--- src/rtl/pscga_pkg.sv ---
// Package for the polar scan grid accumulator: payload structs, queue entry,
// command and register codes, fixed-point constants and the arctangent table.
// No dependencies.
package pscga_pkg;

	localparam int CFG_DATA_W   = 27;
	localparam int ANGLE_W      = 39;
	localparam int RED_W        = 38;
	localparam int Z_W          = 29;
	localparam int XY_W         = 20;
	localparam int CORDIC_ITERS = 16;
	localparam int RED_STEPS    = 11;
	localparam int COORD_FRAC   = 24;
	localparam int QUEUE_DEPTH  = 2;

	localparam logic [1:0] CMD_ACC = 2'd0;
	localparam logic [1:0] CMD_CLR = 2'd1;
	localparam logic [1:0] CMD_RD  = 2'd2;

	localparam logic [1:0] CFG_START = 2'd0;
	localparam logic [1:0] CFG_STEP  = 2'd1;
	localparam logic [1:0] CFG_LIMIT = 2'd2;

	localparam logic RES_POINT = 1'b0;
	localparam logic RES_READ  = 1'b1;

	localparam logic [15:0] LIMIT_RESET = 16'd1280;
	localparam logic [7:0]  CELL_STEP   = 8'd20;

	localparam logic [RED_W-1:0]          TWO_PI_R     = 38'd105414357;
	localparam logic signed [ANGLE_W-1:0] TWO_PI_A     = 39'sd105414357;
	localparam logic signed [Z_W-1:0]     TWO_PI_Z     = 29'sd105414357;
	localparam logic signed [Z_W-1:0]     PI_Z         = 29'sd52707179;
	localparam logic signed [Z_W-1:0]     HALF_PI_Z    = 29'sd26353589;
	localparam logic signed [XY_W-1:0]    CORDIC_GAIN  = 20'sd39797;

	typedef enum logic [1:0] {
		OP_ACC,
		OP_CLR,
		OP_RD
	} op_t;

	typedef enum logic [3:0] {
		ST_CLEAR,
		ST_IDLE,
		ST_REDUCE,
		ST_FOLD,
		ST_CORDIC,
		ST_MULT,
		ST_PLACE,
		ST_CLAMP,
		ST_ADDR,
		ST_READ,
		ST_UPDATE,
		ST_OUT
	} back_state_t;

	typedef struct packed {
		logic [1:0]  command;
		logic [11:0] beam_index;
		logic [15:0] range_value;
		logic [7:0]  read_column;
		logic [6:0]  read_row;
	} in_item_t;

	typedef struct packed {
		logic       result_kind;
		logic [7:0] cell_column;
		logic [6:0] cell_row;
		logic [7:0] cell_value;
	} out_item_t;

	typedef struct packed {
		op_t                        op;
		logic signed [ANGLE_W-1:0]  alpha;
		logic [15:0]                range_value;
		logic [7:0]                 read_column;
		logic [6:0]                 read_row;
	} queue_entry_t;

	function automatic logic signed [Z_W-1:0] atan_lut(input logic [3:0] i);
		logic signed [Z_W-1:0] v;
		case (i)
			4'd0:    v = 29'sd13176795;
			4'd1:    v = 29'sd7778716;
			4'd2:    v = 29'sd4110060;
			4'd3:    v = 29'sd2086331;
			4'd4:    v = 29'sd1047214;
			4'd5:    v = 29'sd524117;
			4'd6:    v = 29'sd262123;
			4'd7:    v = 29'sd131069;
			4'd8:    v = 29'sd65536;
			4'd9:    v = 29'sd32768;
			4'd10:   v = 29'sd16384;
			4'd11:   v = 29'sd8192;
			4'd12:   v = 29'sd4096;
			4'd13:   v = 29'sd2048;
			4'd14:   v = 29'sd1024;
			default: v = 29'sd512;
		endcase
		return v;
	endfunction

endpackage

--- src/rtl/pscga_front.sv ---
// Front end: configuration registers, input transfer, command classification
// and beam angle computation. Depends on pscga_pkg.
module pscga_front #(
	parameter int MAX_BEAMS = 4096
) (
	input  logic                                clk,
	input  logic                                arst_n,
	input  logic                                cfg_we,
	input  logic [1:0]                          cfg_index,
	input  logic [pscga_pkg::CFG_DATA_W-1:0]    cfg_data,
	input  logic                                in_valid,
	input  pscga_pkg::in_item_t                 in_data,
	output logic                                in_stall,
	input  logic                                queue_full,
	input  logic                                clearing,
	output logic                                push,
	output pscga_pkg::queue_entry_t             entry
);

	logic signed [26:0] start_q;
	logic [24:0]        step_q;
	logic [15:0]        limit_q;
	logic [36:0]        idx_prod;
	logic               keep;
	logic               drop_acc;

	always_ff @(posedge clk or negedge arst_n) begin
		if (!arst_n) begin
			start_q <= '0;
			step_q  <= '0;
			limit_q <= pscga_pkg::LIMIT_RESET;
		end else if (cfg_we) begin
			case (cfg_index)
				pscga_pkg::CFG_START: start_q <= cfg_data;
				pscga_pkg::CFG_STEP:  step_q  <= cfg_data[24:0];
				pscga_pkg::CFG_LIMIT: limit_q <= cfg_data[15:0];
				default: ;
			endcase
		end
	end

	assign in_stall = queue_full | clearing;
	assign idx_prod = 37'(in_data.beam_index) * 37'(step_q);
	assign drop_acc = (int'({20'd0, in_data.beam_index}) >= MAX_BEAMS)
		|| (in_data.range_value > limit_q);

	always_comb begin
		entry.alpha       = pscga_pkg::ANGLE_W'(start_q) + $signed({2'b00, idx_prod});
		entry.range_value = in_data.range_value;
		entry.read_column = in_data.read_column;
		entry.read_row    = in_data.read_row;
		unique case (in_data.command)
			pscga_pkg::CMD_ACC: begin
				entry.op = pscga_pkg::OP_ACC;
				keep     = !drop_acc;
			end
			pscga_pkg::CMD_CLR: begin
				entry.op = pscga_pkg::OP_CLR;
				keep     = 1'b1;
			end
			pscga_pkg::CMD_RD: begin
				entry.op = pscga_pkg::OP_RD;
				keep     = 1'b1;
			end
			default: begin
				entry.op = pscga_pkg::OP_ACC;
				keep     = 1'b0;
			end
		endcase
	end

	assign push = in_valid & !in_stall & keep;

endmodule

--- config.mk ---
export PLATFORM = sky130hd
export DESIGN_NAME = pscga_front
export DESIGN_NICKNAME = d
export VERILOG_FILES = /design/src/rtl/pscga_pkg.sv /design/src/rtl/pscga_front.sv
export SDC_FILE = /design/constraint.sdc
export NUM_CORES = 1
export LEC_CHECK = 0
export BUFFER_PORTS_ARGS = -buffer_cell sky130_fd_sc_hd__buf_2
export CAP_MARGIN = 0
export CELL_PAD_IN_SITES_DETAIL_PLACEMENT = 0
export CELL_PAD_IN_SITES_GLOBAL_PLACEMENT = 1
export CORE_UTILIZATION = 50
export CTS_BUF_LIST = sky130_fd_sc_hd__clkbuf_4
export DETAILED_ROUTE_END_ITERATION = 12
export PLACE_DENSITY = 0.86
export REMOVE_ABC_BUFFERS = 1
export SYNTH_ARGS = -nofsm -noshare
export SYNTH_HDL_FRONTEND = slang
export SYNTH_SLANG_ARGS = --single-unit
--- constraint.sdc ---
create_clock -name clk -period 21.2 [get_ports clk]
set_input_delay 1.06 -clock clk [delete_from_list [all_inputs] [get_ports clk]]
set_output_delay 1.06 -clock clk [all_outputs]
set_load 0.03 [all_outputs]
==> summary.txt <==
Mapped Cells: 1685
Async set or reset register ratio after synthesis: 100%
Die Y-Extent: 174 µm
CP max FO: 25
Final setup TNS: 0 ps
WS Path Type: primary input to output pin
Max cap viols: 0
Final Cycle Share: 45.9%
Clk sinks: 68
CP most frequent cell: fa_1
GP Congestion: 0.948
Die area: 30300 µm²
Post-synth EDFFs: 0
Hold Fails Final Rpt: 0
CTS tree: yes
Worst EP arrival: 8670 ps
Worst-skew pair later-pin latency: 410 ps
Max Fclk: 103 MHz
Setup Skew: 0 ps
Area contributors post-synth: fa_1 31%, ha_1 11%, dfrtp_1 11%
Slowest CP cell: fa_1
Hold WC Path Type: flip-flop to flip-flop
Row cnt: 62
Root Driver: clkbuf_4
Unrepaired setup endpoints after global routing: no
Drt wl/cell: 17.4 µm
Worst Setup End Kind: output pin
Final WL: 36600 µm
Rel. slew slack: 42.2%
Worst-Margin Slew: 867 ps
WP data required: 20140 ps
Met3 wire length: 2490 µm
First-pass GRT wire length: 62200 µm
Outcome: completed
Non-Filler Instances: 2103
Max-slew violations: 0
Initial Util: 51.1%
Post-CTS Resized: 0
TritonCTS buffer count: 9
Clk pin slew, worst setup/hold paths: 120 ps
Fraction of layout cells with a size suffix above 1: 13.2%
Routed Antenna Nets: 0
Synth cell count leaders: 303 x inv_1, 268 x nand2_1, 231 x fa_1
Post-layout nets: 2158
Largest area contributor in the netlist: fa_1
Worst path top cell family by delay: adder cells
Post-Syn Area: 14800 µm²
Vias in the first global route: 11800
Synth-to-Final Area Change: 4.91%
Core region area: 28900 µm²
Top layer in use: met4
Vias: 11500
Avg Synthesized Cell Area: 8.78 µm²
DP HPWL: 31200 µm
H-tree levels: 3
Sequential share of the synthesized area: 11.5%
CTS Hold Bufs: 0
DR WL met2: 16100 µm
Metal-1 WL: 17600 µm
Setup bufs post-CTS: 0
Period minus WS final: 9730 ps
Chip width: 174 µm
Yosys Warn Count: 0
Buffer depth of the longest clock path: 2
Predominant post-synthesis flop cell: dfrtp_1
Fill cells: 2716
Total GRT Usage: 25.6%
Port Buffers: 123
Drt drc: 0
Count leader, synth: inv_1
#FFs+latches synth: 68
IO Pins: 154
Overflow after GRT: 0
Via density: 5.45
Crit-path max cell delay: 550 ps
Largest net degree at the start of global routing: 69
Pre-Repair DR Iteration Count: 5
CP bufs+invs: 6
Initial antenna violation count: 2
Post-synth top area share: 31.2%
Synth unique cells: 66
Final setup viols: 0
DRT iter0 DRCs: 839
DP Cell Count: 2085
Setup crit start kind: primary input
[layout make-up]
type	instances	area, µm²	area share (%)
inverters	303	1140	7.33
flip-flops and latches	68	1700	11.0
repair buffers	126	638	4.11
multi-input cells	1204	11400	73.6
clock buffers	9	67.6	0.435
clock inverters	7	66.3	0.427
diodes	2	5.00	0.0322
well taps	384	480	3.09
[cells in the final DEF (no fill, tap or decap), types with 4 or more instances in the layout]
cell type	n
a211oi_1	6
a21o_1	63
a21oi_1	75
a31oi_1	8
and2_1	82
and3_1	10
buf_2	123
clkbuf_4	9
dfrtp_1	66
fa_1	231
ha_1	135
inv_1	303
mux2_2	67
nand2_1	268
nand2b_1	4
nand3_1	15
nand4_1	10
nor2_1	31
nor2b_1	10
nor3_1	6
o21a_1	5
o21ai_0	24
o21ai_1	9
o21bai_1	13
o31ai_1	4
or2_2	5
xnor2_1	37
xor2_1	30
[logic make-up (layout without fill, tap and decap cells)]
logic type | count (synthesis) | count (layout) | share of synthesized area (%)
muxes | 67 | 67 | 5.10
xor gates and xnor gates | 67 | 67 | 3.97
DFF | 68 | 68 | 11.5
adders and majority gates | 366 | 366 | 42.7
AOI/OAI and AO/OA | 246 | 246 | 11.2
other | 0 | 2 | 0
and+or+nand+nor | 458 | 458 | 14.3
buffers and inverters | 413 | 445 | 11.3
[path summary, 6_finish.rpt]
check                            startpoint          end  depth (start not counted)  slack [ps]
worst min register to register   limit_q[7]   limit_q[7]                          1         520
worst max-delay path            in_data[37]    entry[69]                         29       11470
worst min-delay path             limit_q[7]   limit_q[7]                          1         520
max in group asynchronous            arst_n  start_q[25]                          2       19790
min in group asynchronous            arst_n   start_q[2]                          2         840
worst max register to register  start_q[26]  start_q[26]                          2       19890
[through the flow]
| step | hold WS, ps | instance area [µm²] | util, % | setup slack [ps] |
|---|---|---|---|---|
| 6_report | 519 | 15500 | 53.7 | 11470 |
| 2_1_floorplan | 479 | 14300 | - | 12380 |
| 5_1_grt | 534 | 15500 | 53.7 | 11080 |
| 3_3_place_gp | 489 | 15400 | 53.2 | 11640 |
| 4_1_cts | 522 | 15500 | 53.6 | 11480 |
| 3_5_place_dp | 493 | 15400 | 53.2 | 11510 |
[flip-flops by register name, summed over array words and instances (netlist names)]
name	flops
step_q	25
start_q	27
limit_q	16
[per-layer routing]
metal	global-route usage, %	vias to the layer above
met3	4.02	32
met1	38.8	5707
li1	-	5333
met4	4.42	0
met5	0	-
met2	38.9	395
Power is not shown: default switching activity piles up to over one toggle a cycle in this logic, so the estimate is an artifact.
