### src/rtl/pscga_pkg.sv
// Package for the polar scan grid accumulator: payload structs, queue entry,
// command and register codes, fixed-point constants and the arctangent table.
// No dependencies.
package pscga_pkg;

	localparam int CFG_DATA_W   = 27;
	localparam int ANGLE_W      = 39;
	localparam int RED_W        = 38;
	localparam int Z_W          = 29;
	localparam int XY_W         = 20;
	localparam int CORDIC_ITERS = 16;
	localparam int RED_STEPS    = 11;
	localparam int COORD_FRAC   = 24;
	localparam int QUEUE_DEPTH  = 2;

	localparam logic [1:0] CMD_ACC = 2'd0;
	localparam logic [1:0] CMD_CLR = 2'd1;
	localparam logic [1:0] CMD_RD  = 2'd2;

	localparam logic [1:0] CFG_START = 2'd0;
	localparam logic [1:0] CFG_STEP  = 2'd1;
	localparam logic [1:0] CFG_LIMIT = 2'd2;

	localparam logic RES_POINT = 1'b0;
	localparam logic RES_READ  = 1'b1;

	localparam logic [15:0] LIMIT_RESET = 16'd1280;
	localparam logic [7:0]  CELL_STEP   = 8'd20;

	localparam logic [RED_W-1:0]          TWO_PI_R     = 38'd105414357;
	localparam logic signed [ANGLE_W-1:0] TWO_PI_A     = 39'sd105414357;
	localparam logic signed [Z_W-1:0]     TWO_PI_Z     = 29'sd105414357;
	localparam logic signed [Z_W-1:0]     PI_Z         = 29'sd52707179;
	localparam logic signed [Z_W-1:0]     HALF_PI_Z    = 29'sd26353589;
	localparam logic signed [XY_W-1:0]    CORDIC_GAIN  = 20'sd39797;

	typedef enum logic [1:0] {
		OP_ACC,
		OP_CLR,
		OP_RD
	} op_t;

	typedef enum logic [3:0] {
		ST_CLEAR,
		ST_IDLE,
		ST_REDUCE,
		ST_FOLD,
		ST_CORDIC,
		ST_MULT,
		ST_PLACE,
		ST_CLAMP,
		ST_ADDR,
		ST_READ,
		ST_UPDATE,
		ST_OUT
	} back_state_t;

	typedef struct packed {
		logic [1:0]  command;
		logic [11:0] beam_index;
		logic [15:0] range_value;
		logic [7:0]  read_column;
		logic [6:0]  read_row;
	} in_item_t;

	typedef struct packed {
		logic       result_kind;
		logic [7:0] cell_column;
		logic [6:0] cell_row;
		logic [7:0] cell_value;
	} out_item_t;

	typedef struct packed {
		op_t                        op;
		logic signed [ANGLE_W-1:0]  alpha;
		logic [15:0]                range_value;
		logic [7:0]                 read_column;
		logic [6:0]                 read_row;
	} queue_entry_t;

	function automatic logic signed [Z_W-1:0] atan_lut(input logic [3:0] i);
		logic signed [Z_W-1:0] v;
		case (i)
			4'd0:    v = 29'sd13176795;
			4'd1:    v = 29'sd7778716;
			4'd2:    v = 29'sd4110060;
			4'd3:    v = 29'sd2086331;
			4'd4:    v = 29'sd1047214;
			4'd5:    v = 29'sd524117;
			4'd6:    v = 29'sd262123;
			4'd7:    v = 29'sd131069;
			4'd8:    v = 29'sd65536;
			4'd9:    v = 29'sd32768;
			4'd10:   v = 29'sd16384;
			4'd11:   v = 29'sd8192;
			4'd12:   v = 29'sd4096;
			4'd13:   v = 29'sd2048;
			4'd14:   v = 29'sd1024;
			default: v = 29'sd512;
		endcase
		return v;
	endfunction

endpackage

### src/rtl/pscga_queue.sv
// Short queue of classified commands between front and back end.
// Depends on pscga_pkg.
module pscga_queue (
	input  logic                    clk,
	input  logic                    arst_n,
	input  logic                    push,
	input  pscga_pkg::queue_entry_t push_entry,
	input  logic                    pop,
	output pscga_pkg::queue_entry_t head,
	output logic                    full,
	output logic                    empty
);

	localparam int DEPTH = pscga_pkg::QUEUE_DEPTH;
	localparam int PTR_W = (DEPTH > 1) ? $clog2(DEPTH) : 1;
	localparam int CNT_W = $clog2(DEPTH + 1);

	pscga_pkg::queue_entry_t slots_q [DEPTH];
	logic [PTR_W-1:0] wr_ptr_q, rd_ptr_q;
	logic [CNT_W-1:0] count_q;

	assign full  = (count_q == CNT_W'(DEPTH));
	assign empty = (count_q == '0);
	assign head  = slots_q[rd_ptr_q];

	always_ff @(posedge clk or negedge arst_n) begin
		if (!arst_n) begin
			wr_ptr_q <= '0;
			rd_ptr_q <= '0;
			count_q  <= '0;
		end else begin
			if (push)
				wr_ptr_q <= (wr_ptr_q == PTR_W'(DEPTH - 1)) ? '0 : wr_ptr_q + 1'b1;
			if (pop)
				rd_ptr_q <= (rd_ptr_q == PTR_W'(DEPTH - 1)) ? '0 : rd_ptr_q + 1'b1;
			if (push && !pop)
				count_q <= count_q + 1'b1;
			else if (pop && !push)
				count_q <= count_q - 1'b1;
		end
	end

	always_ff @(posedge clk) begin
		if (push)
			slots_q[wr_ptr_q] <= push_entry;
	end

endmodule

### config.mk
export PLATFORM = sky130hd
export DESIGN_NAME = pscga_queue
export DESIGN_NICKNAME = d
export VERILOG_FILES = /design/src/rtl/pscga_pkg.sv /design/src/rtl/pscga_queue.sv
export SDC_FILE = /design/constraint.sdc
export NUM_CORES = 1
export LEC_CHECK = 0
export ABC_AREA = 1
export ABC_CLOCK_PERIOD_IN_PS = 4600
export BUFFER_PORTS_ARGS = -buffer_cell sky130_fd_sc_hd__clkbuf_2
export CORE_ASPECT_RATIO = 1.25
export CORE_UTILIZATION = 41
export DETAILED_ROUTE_END_ITERATION = 8
export MAX_ROUTING_LAYER = met4
export PLACE_DENSITY = 0.7
export SYNTH_ARGS = -nofsm -noshare
export SYNTH_HDL_FRONTEND = slang
export SYNTH_SLANG_ARGS = --single-unit
### constraint.sdc
create_clock -name clk -period 4.6 [get_ports clk]
set_clock_uncertainty 0.15 [all_clocks]
set_input_delay 1.15 -clock clk [delete_from_list [all_inputs] [get_ports clk]]
set_output_delay 1.15 -clock clk [all_outputs]
set_load 0.01 [all_outputs]
==> impl.org, run 1 <==
** Setup path
- Critical path class :: reg -> out
- Crit-path slowest cell :: dfrtp_4
- STA classifies the critical path startpoint as a flip-flop.
- Worst path max stage delay :: a little under 0.9 ns
- STA puts the critical path data arrival time at between 2 and 2.5 ns.
- Worst Reg-to-Reg Cells :: 3
- The worst setup path is captured at an output pin.
- Worst-path cell chain :: buf_12, mux2_4, clkbuf_2
- Worst endpoint required time :: between 3 and 4 ns
- Counting both buffers and inverters, the worst setup path holds a total of 2.
- Crit path max-delay family :: flip-flops
- Along the worst path, the maximum fanout reaches 38.
- Counting buffers and inverters, the worst setup path is 3 cells deep.

** Finish
- Relative to the synthesized area, the layout overhead comes to 25.80%.
- The repair_antennas step left the layout with diodes totalling 0.
- Once layout is complete, the utilization of the core stands at 0.5261.
- Leading cell type in the layout, fill and taps excluded :: clkbuf_2
- Most frequent cells in the layout :: 149 x clkbuf_2, 144 x edfxtp_1, 69 x mux2_4, 17 x clkbuf_16, 6 x inv_1
- Final Net Count :: 490
- Layout cells sized above 1 :: 0.6009

** Drt
- Mean number of vias per cell :: roughly 4.6
- Detailed routing placed a total of just under 5000 um of wire on met2.
- Drt pass-1 iters :: 4
- DRT antenna net count :: 0
- Uppermost layer routed :: met4
- Routed wire per std cell :: between 15 and 20 um
- The first routing iteration left around 120 violations.
- The detailed router put a total of roughly 3800 um of wire on met1.
- Total wire length after detailed routing :: about 9300 um
- DRC errors left :: 0
- Wire segments on met3 add up to approximately 450 um in the final route.
- Across all layers, the routed design uses 2786 vias.

** Clock tree
- Clock root cell :: clkbuf_16
- TritonCTS built the clock tree.
- After clock tree synthesis, the clock-pin slew on the worst setup and hold paths is about 0.06 ns.
- After clock tree synthesis, the repair step resized 0 gates.
- The tree built by TritonCTS fans out to around 150 sinks.
- Maximum number of buffers from clock root to sink :: 2
- Worst-skew pair later-pin latency :: approximately 0.40 ns
- The H-tree was split into 4 levels.
- Number of buffers created by CTS :: 17
- Hold bufs inserted after CTS :: 0
- Post-CTS timing repair inserted 0 buffers for setup.

** Synth
- Total nets after synthesis :: ~330
- Largest cells by area after synthesis :: edfxtp_1 75%, mux2_4 18%, buf_12 2.4%, dfrtp_1 1.7%, mux2_2 0.59%
- Number of unique standard cell types used by synthesis :: 14
- Register bit total from synthesis :: ~150
- Area of the mapped netlist :: between 5000 and 6000 um2
- After technology mapping, the gate count stands at between 200 and 250.
- Of the post-synthesis cell area, the dominant cell type holds 0.7518.
- Average cell area after synthesis :: 23.10 um2
- Sequential element share of the synthesized area :: 0.7692
- Ys Warns :: 0
- Of all cell types, the one taking the most synthesized area is edfxtp_1.

** Floorplan
- The total area inside the core boundary comes to around 14000 um2.
- In this run the core area contains 48 standard-cell rows.
- 150 I/O pins were placed.
- The die covers about 15000 um2.
- For this configuration, the core starts out at a cell density of 0.4182.
- The die is between 100 and 150 um tall.
- Measured along the x axis, the die boundary spans about 110 um.

** STA
- The max-slew violation total from the final report came to 0.
- Max Freq :: ~290 MHz
- Unrepaired setup endpoints after global routing :: no
- Minimum hold slack :: around 0.38 ns
- Slew of the pin with the lowest slew margin :: between 0.7 and 0.8 ns
- In the post-route analysis, the smallest setup slack over all paths is ~1.2 ns.
- The worst path needs around 3.4 ns of the cycle, external delays included.
- Final hold violation count :: 0
- Finish-stage setup viols :: 0
- Sum of negative setup slack :: 0 ns
- Relative slew margins :: 0.5288
- Period utilisation layout :: 0.7488

** Global routing
- Global-route wire length before repair :: 13900 um
- Total overflow reported by the global router :: 0
- Largest net degree at the start of global routing :: between 40 and 50
- In the global route stage, overall resource usage came out at 0.1345.
- Antenna violations before repair :: 0
- The number of global-route vias before repair came to a little under 3000.

** Power and ir drop
- Leakage power :: about 3 nW
- In this run the power density over the cells is 642.6 nW/um2.
- Across the VDD grid, the largest voltage drop is ~350 uV.

** Worst hold path
- The tightest min-delay check is of the reg -> reg type.
- Number of cells on the worst hold path :: 2

** Job
- Max Cap Viol :: 0

** Placed design
- Detailed placement finished with a half-perimeter wire length of 6092 um.
- Setup Slack @ Placement :: about 1.6 ns
- During placement, the flow inserted port buffers numbering 149.
- At the end of routability-driven placement, the weighted congestion stood at roughly 0.65.

** Outcome
- The flow ran to the end, and the final reports show no timing, DRC or antenna violations.
registers in the layout, indices dropped and copies added (netlist names):
name	flops
wr_ptr_q	1
rd_ptr_q	1
slots_q	144
count_q	2
logic make-up after synthesis:
kind of cell | after synthesis | share of synthesized area
flops | 148 | 0.7692
mux | 72 | 0.1860
buf+inv | 15 | 0.03089
simple gates | 10 | 0.007179
xor+xnor | 3 | 0.004569
fa+ha+maj | 1 | 0.002175
cells in the mapped netlist:
master,instances
buf_12,7
dfrtp_1,4
xnor2_1,1
nand2_1,5
edfxtp_1,144
nand3_1,1
ha_1,1
mux2_2,3
xor2_1,2
inv_1,7
nor2_1,3
nand4_1,1
buf_6,1
mux2_4,69
worst register-to-register path, stage by stage, from the launching register on:
cell      delay [ns]
dfrtp_1         0.42
nand2_1         0.10
clkinv_2        0.54
buf_4           0.54
through the flow:
stage	std cells	total power, mW	area (um2)
6_report	601	4.649	7236
5_1_grt	601	4.854	7236
4_1_cts	601	4.719	7236
3_5_place_dp	569	3.282	6620
3_3_place_gp	569	3.252	6620
2_1_floorplan	249	2.951	5754
layer usage:
metal | track usage | vias to the layer above
met3 | 0.03741 | 13
met2 | 0.2297 | 91
met1 | 0.1452 | 1380
li1 | - | 1302
met5 | - | -
met4 | 0.05708 | 0
cell type report:
cell class	count	area, um2
fill	1142	6518
clock inverter	12	178.9
sequential	148	4428
tap	175	219.0
inverter	7	27.53
multi-input combinational	86	1157
timing repair buffer	153	788.3
clock buffer	20	436.7
power breakdown:
part           switching [mW]  internal (mW)
sequential              0.160           1.79
clock                   0.517          0.910
combinational           0.582          0.686
total                    1.26           3.39
path summary, 6_finish.rpt:
check                           start        endpoint  slack (ns)
setup / recovery             rd_ptr_q         head[7]        1.16
hold / removal             count_q[1]      count_q[1]        0.38
setup reg to reg             wr_ptr_q  slots_q[1][47]        2.54
hold reg to reg            count_q[1]      count_q[1]        0.38
max in group asynchronous      arst_n        rd_ptr_q        3.76
min in group asynchronous      arst_n      count_q[1]        0.40
Note: power is estimated with default switching activity, not from simulation.
==> run 2, diff against run 1 <==
--- a/config.mk
+++ b/config.mk
@@ -5,14 +5,14 @@
 export SDC_FILE = /design/constraint.sdc
 export NUM_CORES = 1
 export LEC_CHECK = 0
-export ABC_AREA = 1
-export ABC_CLOCK_PERIOD_IN_PS = 4600
+export ABC_AREA = 0
+export ABC_CLOCK_PERIOD_IN_PS = 2990
 export BUFFER_PORTS_ARGS = -buffer_cell sky130_fd_sc_hd__clkbuf_2
 export CORE_ASPECT_RATIO = 1.25
 export CORE_UTILIZATION = 41
 export DETAILED_ROUTE_END_ITERATION = 8
 export MAX_ROUTING_LAYER = met4
-export PLACE_DENSITY = 0.7
+export PLACE_DENSITY = 0.72
 export SYNTH_ARGS = -nofsm -noshare
 export SYNTH_HDL_FRONTEND = slang
 export SYNTH_SLANG_ARGS = --single-unit
==> constraint.sdc (replaced) <==
create_clock -name clk -period 2.99 [get_ports clk]
set_clock_uncertainty 0.15 [all_clocks]
set_input_delay 0.7475 -clock clk [delete_from_list [all_inputs] [get_ports clk]]
set_output_delay 0.7475 -clock clk [all_outputs]
set_load 0.01 [all_outputs]
==> run 2 against run 1 <==
  * Cell count shrank 2.2%
  * Global-route usage grew 0.56 points
  * Synthesized area shrank 0.35%
  * Via count shrank 1.7%
  * Sequential power grew 48%
  * Sequential share of layout area grew 0.52 points
  * Die area shrank 0.35%
  * Critical endpoint is now head[17]
  * Largest power group unchanged
==> impl.org, run 2 <==
** Outcome
- Status :: finished, final reports clean

** Drt
- Detailed routing inserted a total of roughly 2700 vias.
- After the first detailed-routing iteration, the DRC count stood at 85.
- Routed wire per std cell :: 16.00 um
- The detail route stage leaves a number of antenna-violating nets equal to 0.
- For this block, the routed nets add up to approximately 9400 um of wire.
- Mean number of vias per cell :: approximately 4.7
- In the routed design, unresolved DRC markers number 0.
- Before antenna repair, the detailed router went through 4 iterations.

** Power and ir drop
- Portion of total power attributed to the clock network :: 0.282
- Of the total power, registers draw 0.417.
- Net switching fraction of the power :: 0.2721
- Worst-case vdd ir drop :: roughly 470 uV
- Leakage power :: ~3 nW
- Cell internal power was estimated by the tool at 5.051 mW.
- Combinational cell fraction of total power :: 0.301
- In this run the power spent charging and discharging nets is between 1.5 and 2 mW.
- Power density over the cells :: 967.2 nW/um2

** Synth
- After synthesis, the share of flip-flops with an asynchronous set or reset is 0.02703.
- The share of synthesized area in the top cell type comes to 0.7544.
- Main synth FF type :: edfxtp_1
- Of all cell types, the one taking the most synthesized area is edfxtp_1.
- Register bit total from synthesis :: around 150
- Sequential element share of the synthesized area :: 0.7719
- The number of nets in the synthesized netlist is roughly 320.
- The synthesized netlist occupies a cell area of 5732 um2.
- Post-synth top cells :: 144 x edfxtp_1, 69 x mux2_4, 7 x buf_12, 4 x dfrtp_1, 4 x xor2_1
- Yosys printed 0 warnings.
- In the synthesized netlist, the number of instances is between 200 and 250.
- EDFF count, synth :: around 140
- Number of unique standard cell types used by synthesis :: 13
- Most repeated cell in the gate-level netlist after synthesis :: edfxtp_1
- Largest cells by area after synthesis :: edfxtp_1 75%, mux2_4 18%, buf_12 2.4%, dfrtp_1 1.7%, xor2_1 0.61%
- Average cell area after synthesis :: about 24 um2

** Setup path
- STA puts the critical path data arrival time at 1.75 ns.
- Grouping stages by cell kind, the critical path spends the most delay in buffers and inverters.
- Worst path max stage delay :: roughly 0.47 ns
- The worst register-to-register path begins at wr_ptr_q.
- On the critical path, the stage with the largest delay is an instance of dfrtp_4.
- The critical path is of the reg -> out type.
- Worst endpoint required time :: roughly 2.1 ns
- The setup check on the worst reg-to-reg path leaves a slack of 1.32 ns.
- The worst setup path is launched from a flip-flop.
- Walking the worst path, the cells encountered are buf_4, mux2_4, clkbuf_2.
- Start point of the critical path :: rd_ptr_q
- Crit path buffers/inverters :: 2
- Type of element capturing the critical path :: output pin
- Along the worst path, the maximum fanout reaches 24.

** Clock tree
- The number of clock buffers added by TritonCTS is 17.
- Clock tree from TritonCTS :: yes
- Clock net sink count :: approximately 150
- For the worst-skew pair, the clock arrives at the later sink with an insertion delay of about 0.4 ns.
- Counting along the longest clock path gives a buffer depth of 2.
- CTS placed an instance of clkbuf_16 at the clock tree root.
- Clock slew seen by the registers of the worst setup and hold paths :: 0.06 ns
- H-tree level count :: 4
- Setup repair bufs after CTS :: 0
- Post-cts repair resize count :: 0

** STA
- Finish-stage setup viols :: 0
- The final hold violation count was 0.
- Total count of max-transition violations in the final report :: 0
- Max Freq :: approximately 380 MHz
- Of the available clock period, the critical path in the final layout requires 0.8870.
- Shortest clock period the worst path allows after layout :: ~2.7 ns
- Setup total negative slack on the finished layout was measured at 0 ns.
- At the pin with the least slew margin, the transition time is between 0.6 and 0.7 ns.
- Setup repair after global routing left no endpoint under its margin.
- In this run the tightest slew margin relative to its limit is 0.5572.
- Minimum hold slack :: roughly 0.34 ns

** Global routing
- Total overflow reported by the global router :: 0
- The number of global-route vias before repair came to a little under 3000.
- Global-route wire length before repair :: 14320 um
- Total GRT Usage :: 0.1401
- Largest net degree at the start of global routing :: 48
- The number of antenna violations at the first check in global routing came to 0.

** Floorplan
- Area enclosed by the die boundary :: ~14000 um2
- Die boundary width :: approximately 110 um
- Area of the core region :: between 10000 and 15000 um2
- I/O Pins :: 150
- The initialized floorplan defines 47 standard-cell rows.
- Y dimension of the die :: 134.2 um
- Initial core utilization :: 0.4256

** Finish
- Layout cells sized above 1 :: 0.6139
- Fill count :: between 1000 and 1500
- The library cell used most frequently in the layout, excluding fill and tap cells, is clkbuf_2.
- Area growth from synthesis to final layout :: 25.17%
- Flip-flop count of the largest register after layout :: ~140
- The library cells used most frequently in the layout, excluding fill and tap cells, are 149 x clkbuf_2, 144 x edfxtp_1, 69 x mux2_4, 17 x clkbuf_16.
- Ant. Diodes :: 0
- Counting flops per register, the top entry is slots_q.
- In the final design database the tool counted a little under 500 nets.
- Summing all non-filler instances in the final layout gives an area of around 7200 um2.
- In the final layout, the registers with the most flip-flops are slots_q: 144 flops, count_q: 2 flops.

** Placed design
- Once placement finished, the instance area stood at approximately 6600 um2.
- During placement, the flow inserted port buffers numbering roughly 150.
- Final weighted congestion in routability-driven placement :: 0.6887
- Detailed placement finished with a half-perimeter wire length of between 6000 and 7000 um.

** Worst hold path
- In this run the most critical hold path is launched from count_q[1].
- Class of the worst hold path :: reg -> reg

** Job
- The tool flagged a number of max-cap violations equal to 0.
run 2: changes by cell type after synthesis, moves of 2 or more:
cell	delta
nor2b_1	+2
xor2_1	+2
inv_1	-6
nand2_1	-5
run 2: logic make-up after synthesis:
| group | synth area share |
|---|---|
| buffers and inverters | 0.02707 |
| flip-flops | 0.7719 |
| adder cells (fa/ha/maj) | 0.002183 |
| multiplexers | 0.1866 |
| XOR/XNOR | 0.007640 |
| AND/OR/NAND/NOR | 0.004585 |
run 2: final cells by class:
type                    instances  area (um2)  share of cell area
inverters                       1       3.754           0.0005232
flip-flops and latches        148        4428              0.6172
clock inverters                10       111.4             0.01552
clock buffers                  20       436.7             0.06087
multi-input cells              83        1162              0.1620
repair buffers                155       818.3              0.1141
well taps                     171       214.0             0.02982
run 2: path summary, 6_finish.rpt:
check	endpoint	cells after the start
worst max-delay path	head[17]	3
worst min-delay path	count_q[1]	1
worst max register to register	slots_q[1][19]	2
worst min register to register	count_q[1]	1
max in group asynchronous	rd_ptr_q	2
min in group asynchronous	count_q[0]	2
run 2: power by group through the flow:
stage	combinational, mW	clock, mW	sequential, mW
2_1_floorplan	1.64	0	2.89
5_1_grt	2.25	2.09	2.92
6_report	2.09	1.96	2.89
3_5_place_dp	2.14	0	2.94
3_3_place_gp	2.10	0	2.91
4_1_cts	2.14	2.01	2.90
run 2: stage by stage:
stage,instances,power (mW),utilization,setup WS [ns]
6_report,588,6.939,0.5328,0.3379
5_1_grt,588,7.264,0.5328,0.2746
4_1_cts,588,7.052,0.5328,0.3095
3_5_place_dp,557,5.071,0.4913,0.7460
3_3_place_gp,557,5.006,0.4913,0.7647
2_1_floorplan,240,4.526,-,0.5706
run 2: timing repair:
item                                    in CTS  in global routing
hold endpoints to repair                     4                  0
hold buffers                                 1                  0
endpoints found under the setup margin       0                  0
run 2: routing by layer:
layer / track usage / wire, um
met5: - / 0
met1: 0.1534 / 3817
met3: 0.04227 / 574
met2: 0.2372 / 4907
met4: 0.05479 / 108
run 2: worst reg2reg max path, cell delays in order (launching register included):
cell and delay, ns:
dfrtp_1 0.42, and2_4 0.42, buf_12 0.30
==> run 3, diff against run 2 <==
--- a/config.mk
+++ b/config.mk
@@ -9,10 +9,12 @@
 export ABC_CLOCK_PERIOD_IN_PS = 2990
 export BUFFER_PORTS_ARGS = -buffer_cell sky130_fd_sc_hd__clkbuf_2
 export CORE_ASPECT_RATIO = 1.25
+export CORE_MARGIN = 1.5
 export CORE_UTILIZATION = 41
+export CTS_CLUSTER_DIAMETER = 120
 export DETAILED_ROUTE_END_ITERATION = 8
 export MAX_ROUTING_LAYER = met4
-export PLACE_DENSITY = 0.72
+export PLACE_DENSITY = 0.74
 export SYNTH_ARGS = -nofsm -noshare
 export SYNTH_HDL_FRONTEND = slang
 export SYNTH_SLANG_ARGS = --single-unit
==> run 3 against run 2 <==
  * Global-route usage fell by 0.75 points
  * Sequential cell count did not move
  * Sequential power rose by 2%
  * Cell count rose by 1.0%
  * Non-clock buffer count rose by 1
  * Utilization fell by 0.27 points
  * Sequential share of layout area fell by 0.97 points
==> impl.org, run 3 (synthesized netlist as in run 2, its figures left out) <==
** Outcome
- Status :: finished, final reports clean

** Worst hold path
- The startpoint identified for the worst hold timing path is count_q[1].
- For hold timing, the worst endpoint is count_q[1].
- Class of the worst hold path :: reg -> reg
- Along the worst hold path, the cell count comes to 1.

** STA
- Slew of the pin with the lowest slew margin :: about 0.47 ns
- For this run, the top clock speed supported by timing is about 370 MHz.
- The worst path in the final design needs a cycle of between 2 and 3 ns, including I/O delays and setup.
- Total count of max-transition violations in the final report :: 0
- Once routing completed, OpenROAD measured the worst setup slack at between 0.2 and 0.3 ns.
- The final hold violation count was 0.
- Setup violations remaining at the end of the flow were counted as 0.
- Period utilisation layout :: 0.9148
- Unrepaired setup endpoints after global routing :: no
- Relative slew margins :: 0.6890
- For the final routed database, the setup TNS stands at 0 ns.

** Drt
- In the routed design, unresolved DRC markers number 0.
- Routed wire per std cell :: about 16 um
- Drt pass-1 iters :: 4
- For this block, the routed nets add up to 9449 um of wire.
- For this block, the via count after detailed routing is roughly 2800.
- DRT antenna net count :: 0
- Number of violations reported at the end of detailed-routing iteration 0 :: slightly below 90
- Mean number of vias per cell :: 4.675

** Power and ir drop
- Leakage power :: around 3.0 nW
- Worst-case vdd ir drop :: ~530 uV
- Of the total power, the share spent switching nets is 0.2685.
- Portion of total power attributed to the clock network :: 0.300
- Combinational cell fraction of total power :: 0.291
- For this design the total switching power over the nets is 1.939 mW.
- For this design the ratio of total power to cell area is 990.8 nW/um2.
- The share of total power dissipated in sequential elements is 0.409.
- Total internal power :: 5.283 mW

** Job
- Max-cap violations in this run came to 0.

** Clock tree
- Setup repair bufs after CTS :: 0
- Maximum number of buffers from clock root to sink :: 2
- In this run the clock root is driven by a clkbuf_16.
- Clock net sink count :: 148
- Clock slew seen by the registers of the worst setup and hold paths :: about 0.060 ns
- Number of buffers created by CTS :: 17
- Worst-skew pair later-pin latency :: 0.40 ns
- H-tree level count :: 4
- Hold bufs inserted after CTS :: 1
- The number of gates resized after CTS was 0.
- Clock tree from TritonCTS :: yes

** Setup path
- CP max FO :: 20
- Startpoint type of the worst setup path :: flip-flop
- Counting cells, the worst reg-to-reg path comes to 2.
- The worst setup path is of the reg -> out kind.
- Type of element capturing the critical path :: output pin
- STA puts the critical path data arrival time at ~1.8 ns.
- Worst endpoint required time :: 2.09 ns
- The worst register-to-register path begins at wr_ptr_q.
- Critical R2R Capture :: slots_q[1][20]
- Worst reg2reg setup slack :: roughly 1.3 ns

** Floorplan
- Measured along the y axis, the die boundary spans between 100 and 150 um.
- Area of the core region :: approximately 14000 um2
- Die boundary width :: between 100 and 150 um
- The die covers between 10000 and 15000 um2.
- The initialized floorplan defines between 40 and 50 standard-cell rows.
- The initial utilization of the core area, before any placement, comes to 0.4168.
- I/O Pins :: 150

** Finish
- Summing all multi-input logic gate instances after layout gives ~1200 um2.
- Summing all non-filler instances in the final layout gives an area of about 7300 um2.
- In the final design database the tool counted roughly 480 nets.
- Area growth from synthesis to final layout :: 27.18%
- Leaving out fill and tap cells, the most frequent cell in the layout is clkbuf_2.
- Leaving out fill and tap cells, the most frequent cells in the layout are 149 x clkbuf_2, 144 x edfxtp_1, 69 x mux2_4, 17 x clkbuf_16, 5 x buf_12.
- The number of antenna diodes in the final layout is 0.
- The largest registers in the layout are slots_q: 144 flops, count_q: 2 flops.
- The register with the most flip-flops in the layout has between 100 and 150 of them.
- Registers take about 4400 um2.
- Fill count :: ~1100
- Layout cells sized above 1 :: 0.6158
- Largest Register :: slots_q
- After the flow finishes, the layout carries non-filler instances totaling 594.

** Placed design
- Sum of net half-perimeters after detailed placement :: 6265 um
- Before CTS, the worst setup slack after placement is 0.6583 ns.
- DP Area :: around 6700 um2
- Quantity of I/O buffers inserted on ports :: 149
- Total placed cells including tap cells :: around 560
- At the end of routability-driven placement, the weighted congestion stood at 0.6895.

** Global routing
- Total overflow reported by the global router :: 0
- The number of antenna violations at the first check in global routing came to 0.
- The first global-routing pass estimated roughly 14000 um of wire.
- Entering global routing, the biggest net connects 73 pins.
- Total GRT Usage :: 0.1326
- The number of global-route vias before repair is ~2900.
[run 3: cell count changes in the layout (fill, tap and decap cells not counted), sizes merged]
cell      delta
clkinvlp     +1
buf          +1
clkinv       -3
clkbuf       -1
bufinv       +2
inv          +2
[run 3: layer usage]
metal / up-vias / global-route usage / share of wire
met4: 0 / 0.05702 / 0.018
li1: 1278 / - / -
met1: 1388 / 0.1438 / 0.40
met2: 100 / 0.2236 / 0.53
met5: - / - / 0
met3: 11 / 0.04040 / 0.048
[run 3: worst max path at each step]
stage	startpoint	end	slack (ns)	cells after the start
after global routing	rd_ptr_q	head[56]	0.17	3
after global placement	rd_ptr_q	head[56]	0.65	3
after CTS	rd_ptr_q	head[56]	0.21	3
final	rd_ptr_q	head[56]	0.25	3
after detailed placement	rd_ptr_q	head[56]	0.66	3
after floorplan	push	slots_q[0][0]	0.57	1
[run 3: cell type report]
| cell class | count | area share |
|---|---|---|
| clock buffer | 19 | 0.05939 |
| clock inverter | 12 | 0.02472 |
| inverter | 1 | 0.0005149 |
| multi-input combinational | 83 | 0.1595 |
| sequential | 148 | 0.6074 |
| tap | 175 | 0.03004 |
| timing repair buffer | 156 | 0.1184 |
[run 3: power groups by stage]
| stage | registers (mW) | logic (mW) | clock network (mW) |
|---|---|---|---|
| 2_1_floorplan | 2.89 | 1.64 | 0 |
| 3_3_place_gp | 2.98 | 2.11 | 0 |
| 3_5_place_dp | 3.00 | 2.13 | 0 |
| 4_1_cts | 2.96 | 2.14 | 2.23 |
| 5_1_grt | 2.99 | 2.25 | 2.31 |
| 6_report | 2.95 | 2.10 | 2.17 |
[run 3: worst max-delay path: stages, from the launching register on]
cell and delay [ns]:
dfrtp_4 0.70, buf_12 0.25, mux2_2 0.35, clkbuf_2 0.13
[run 3: metrics by stage]
stage	utilization	total power [mW]	hold slack, ns
6_report	0.5300	7.222	0.3460
5_1_grt	0.5300	7.553	0.3606
2_1_floorplan	-	4.526	0.3019
3_5_place_dp	0.4847	5.134	0.3351
4_1_cts	0.5300	7.336	0.3513
3_3_place_gp	0.4847	5.084	0.3227
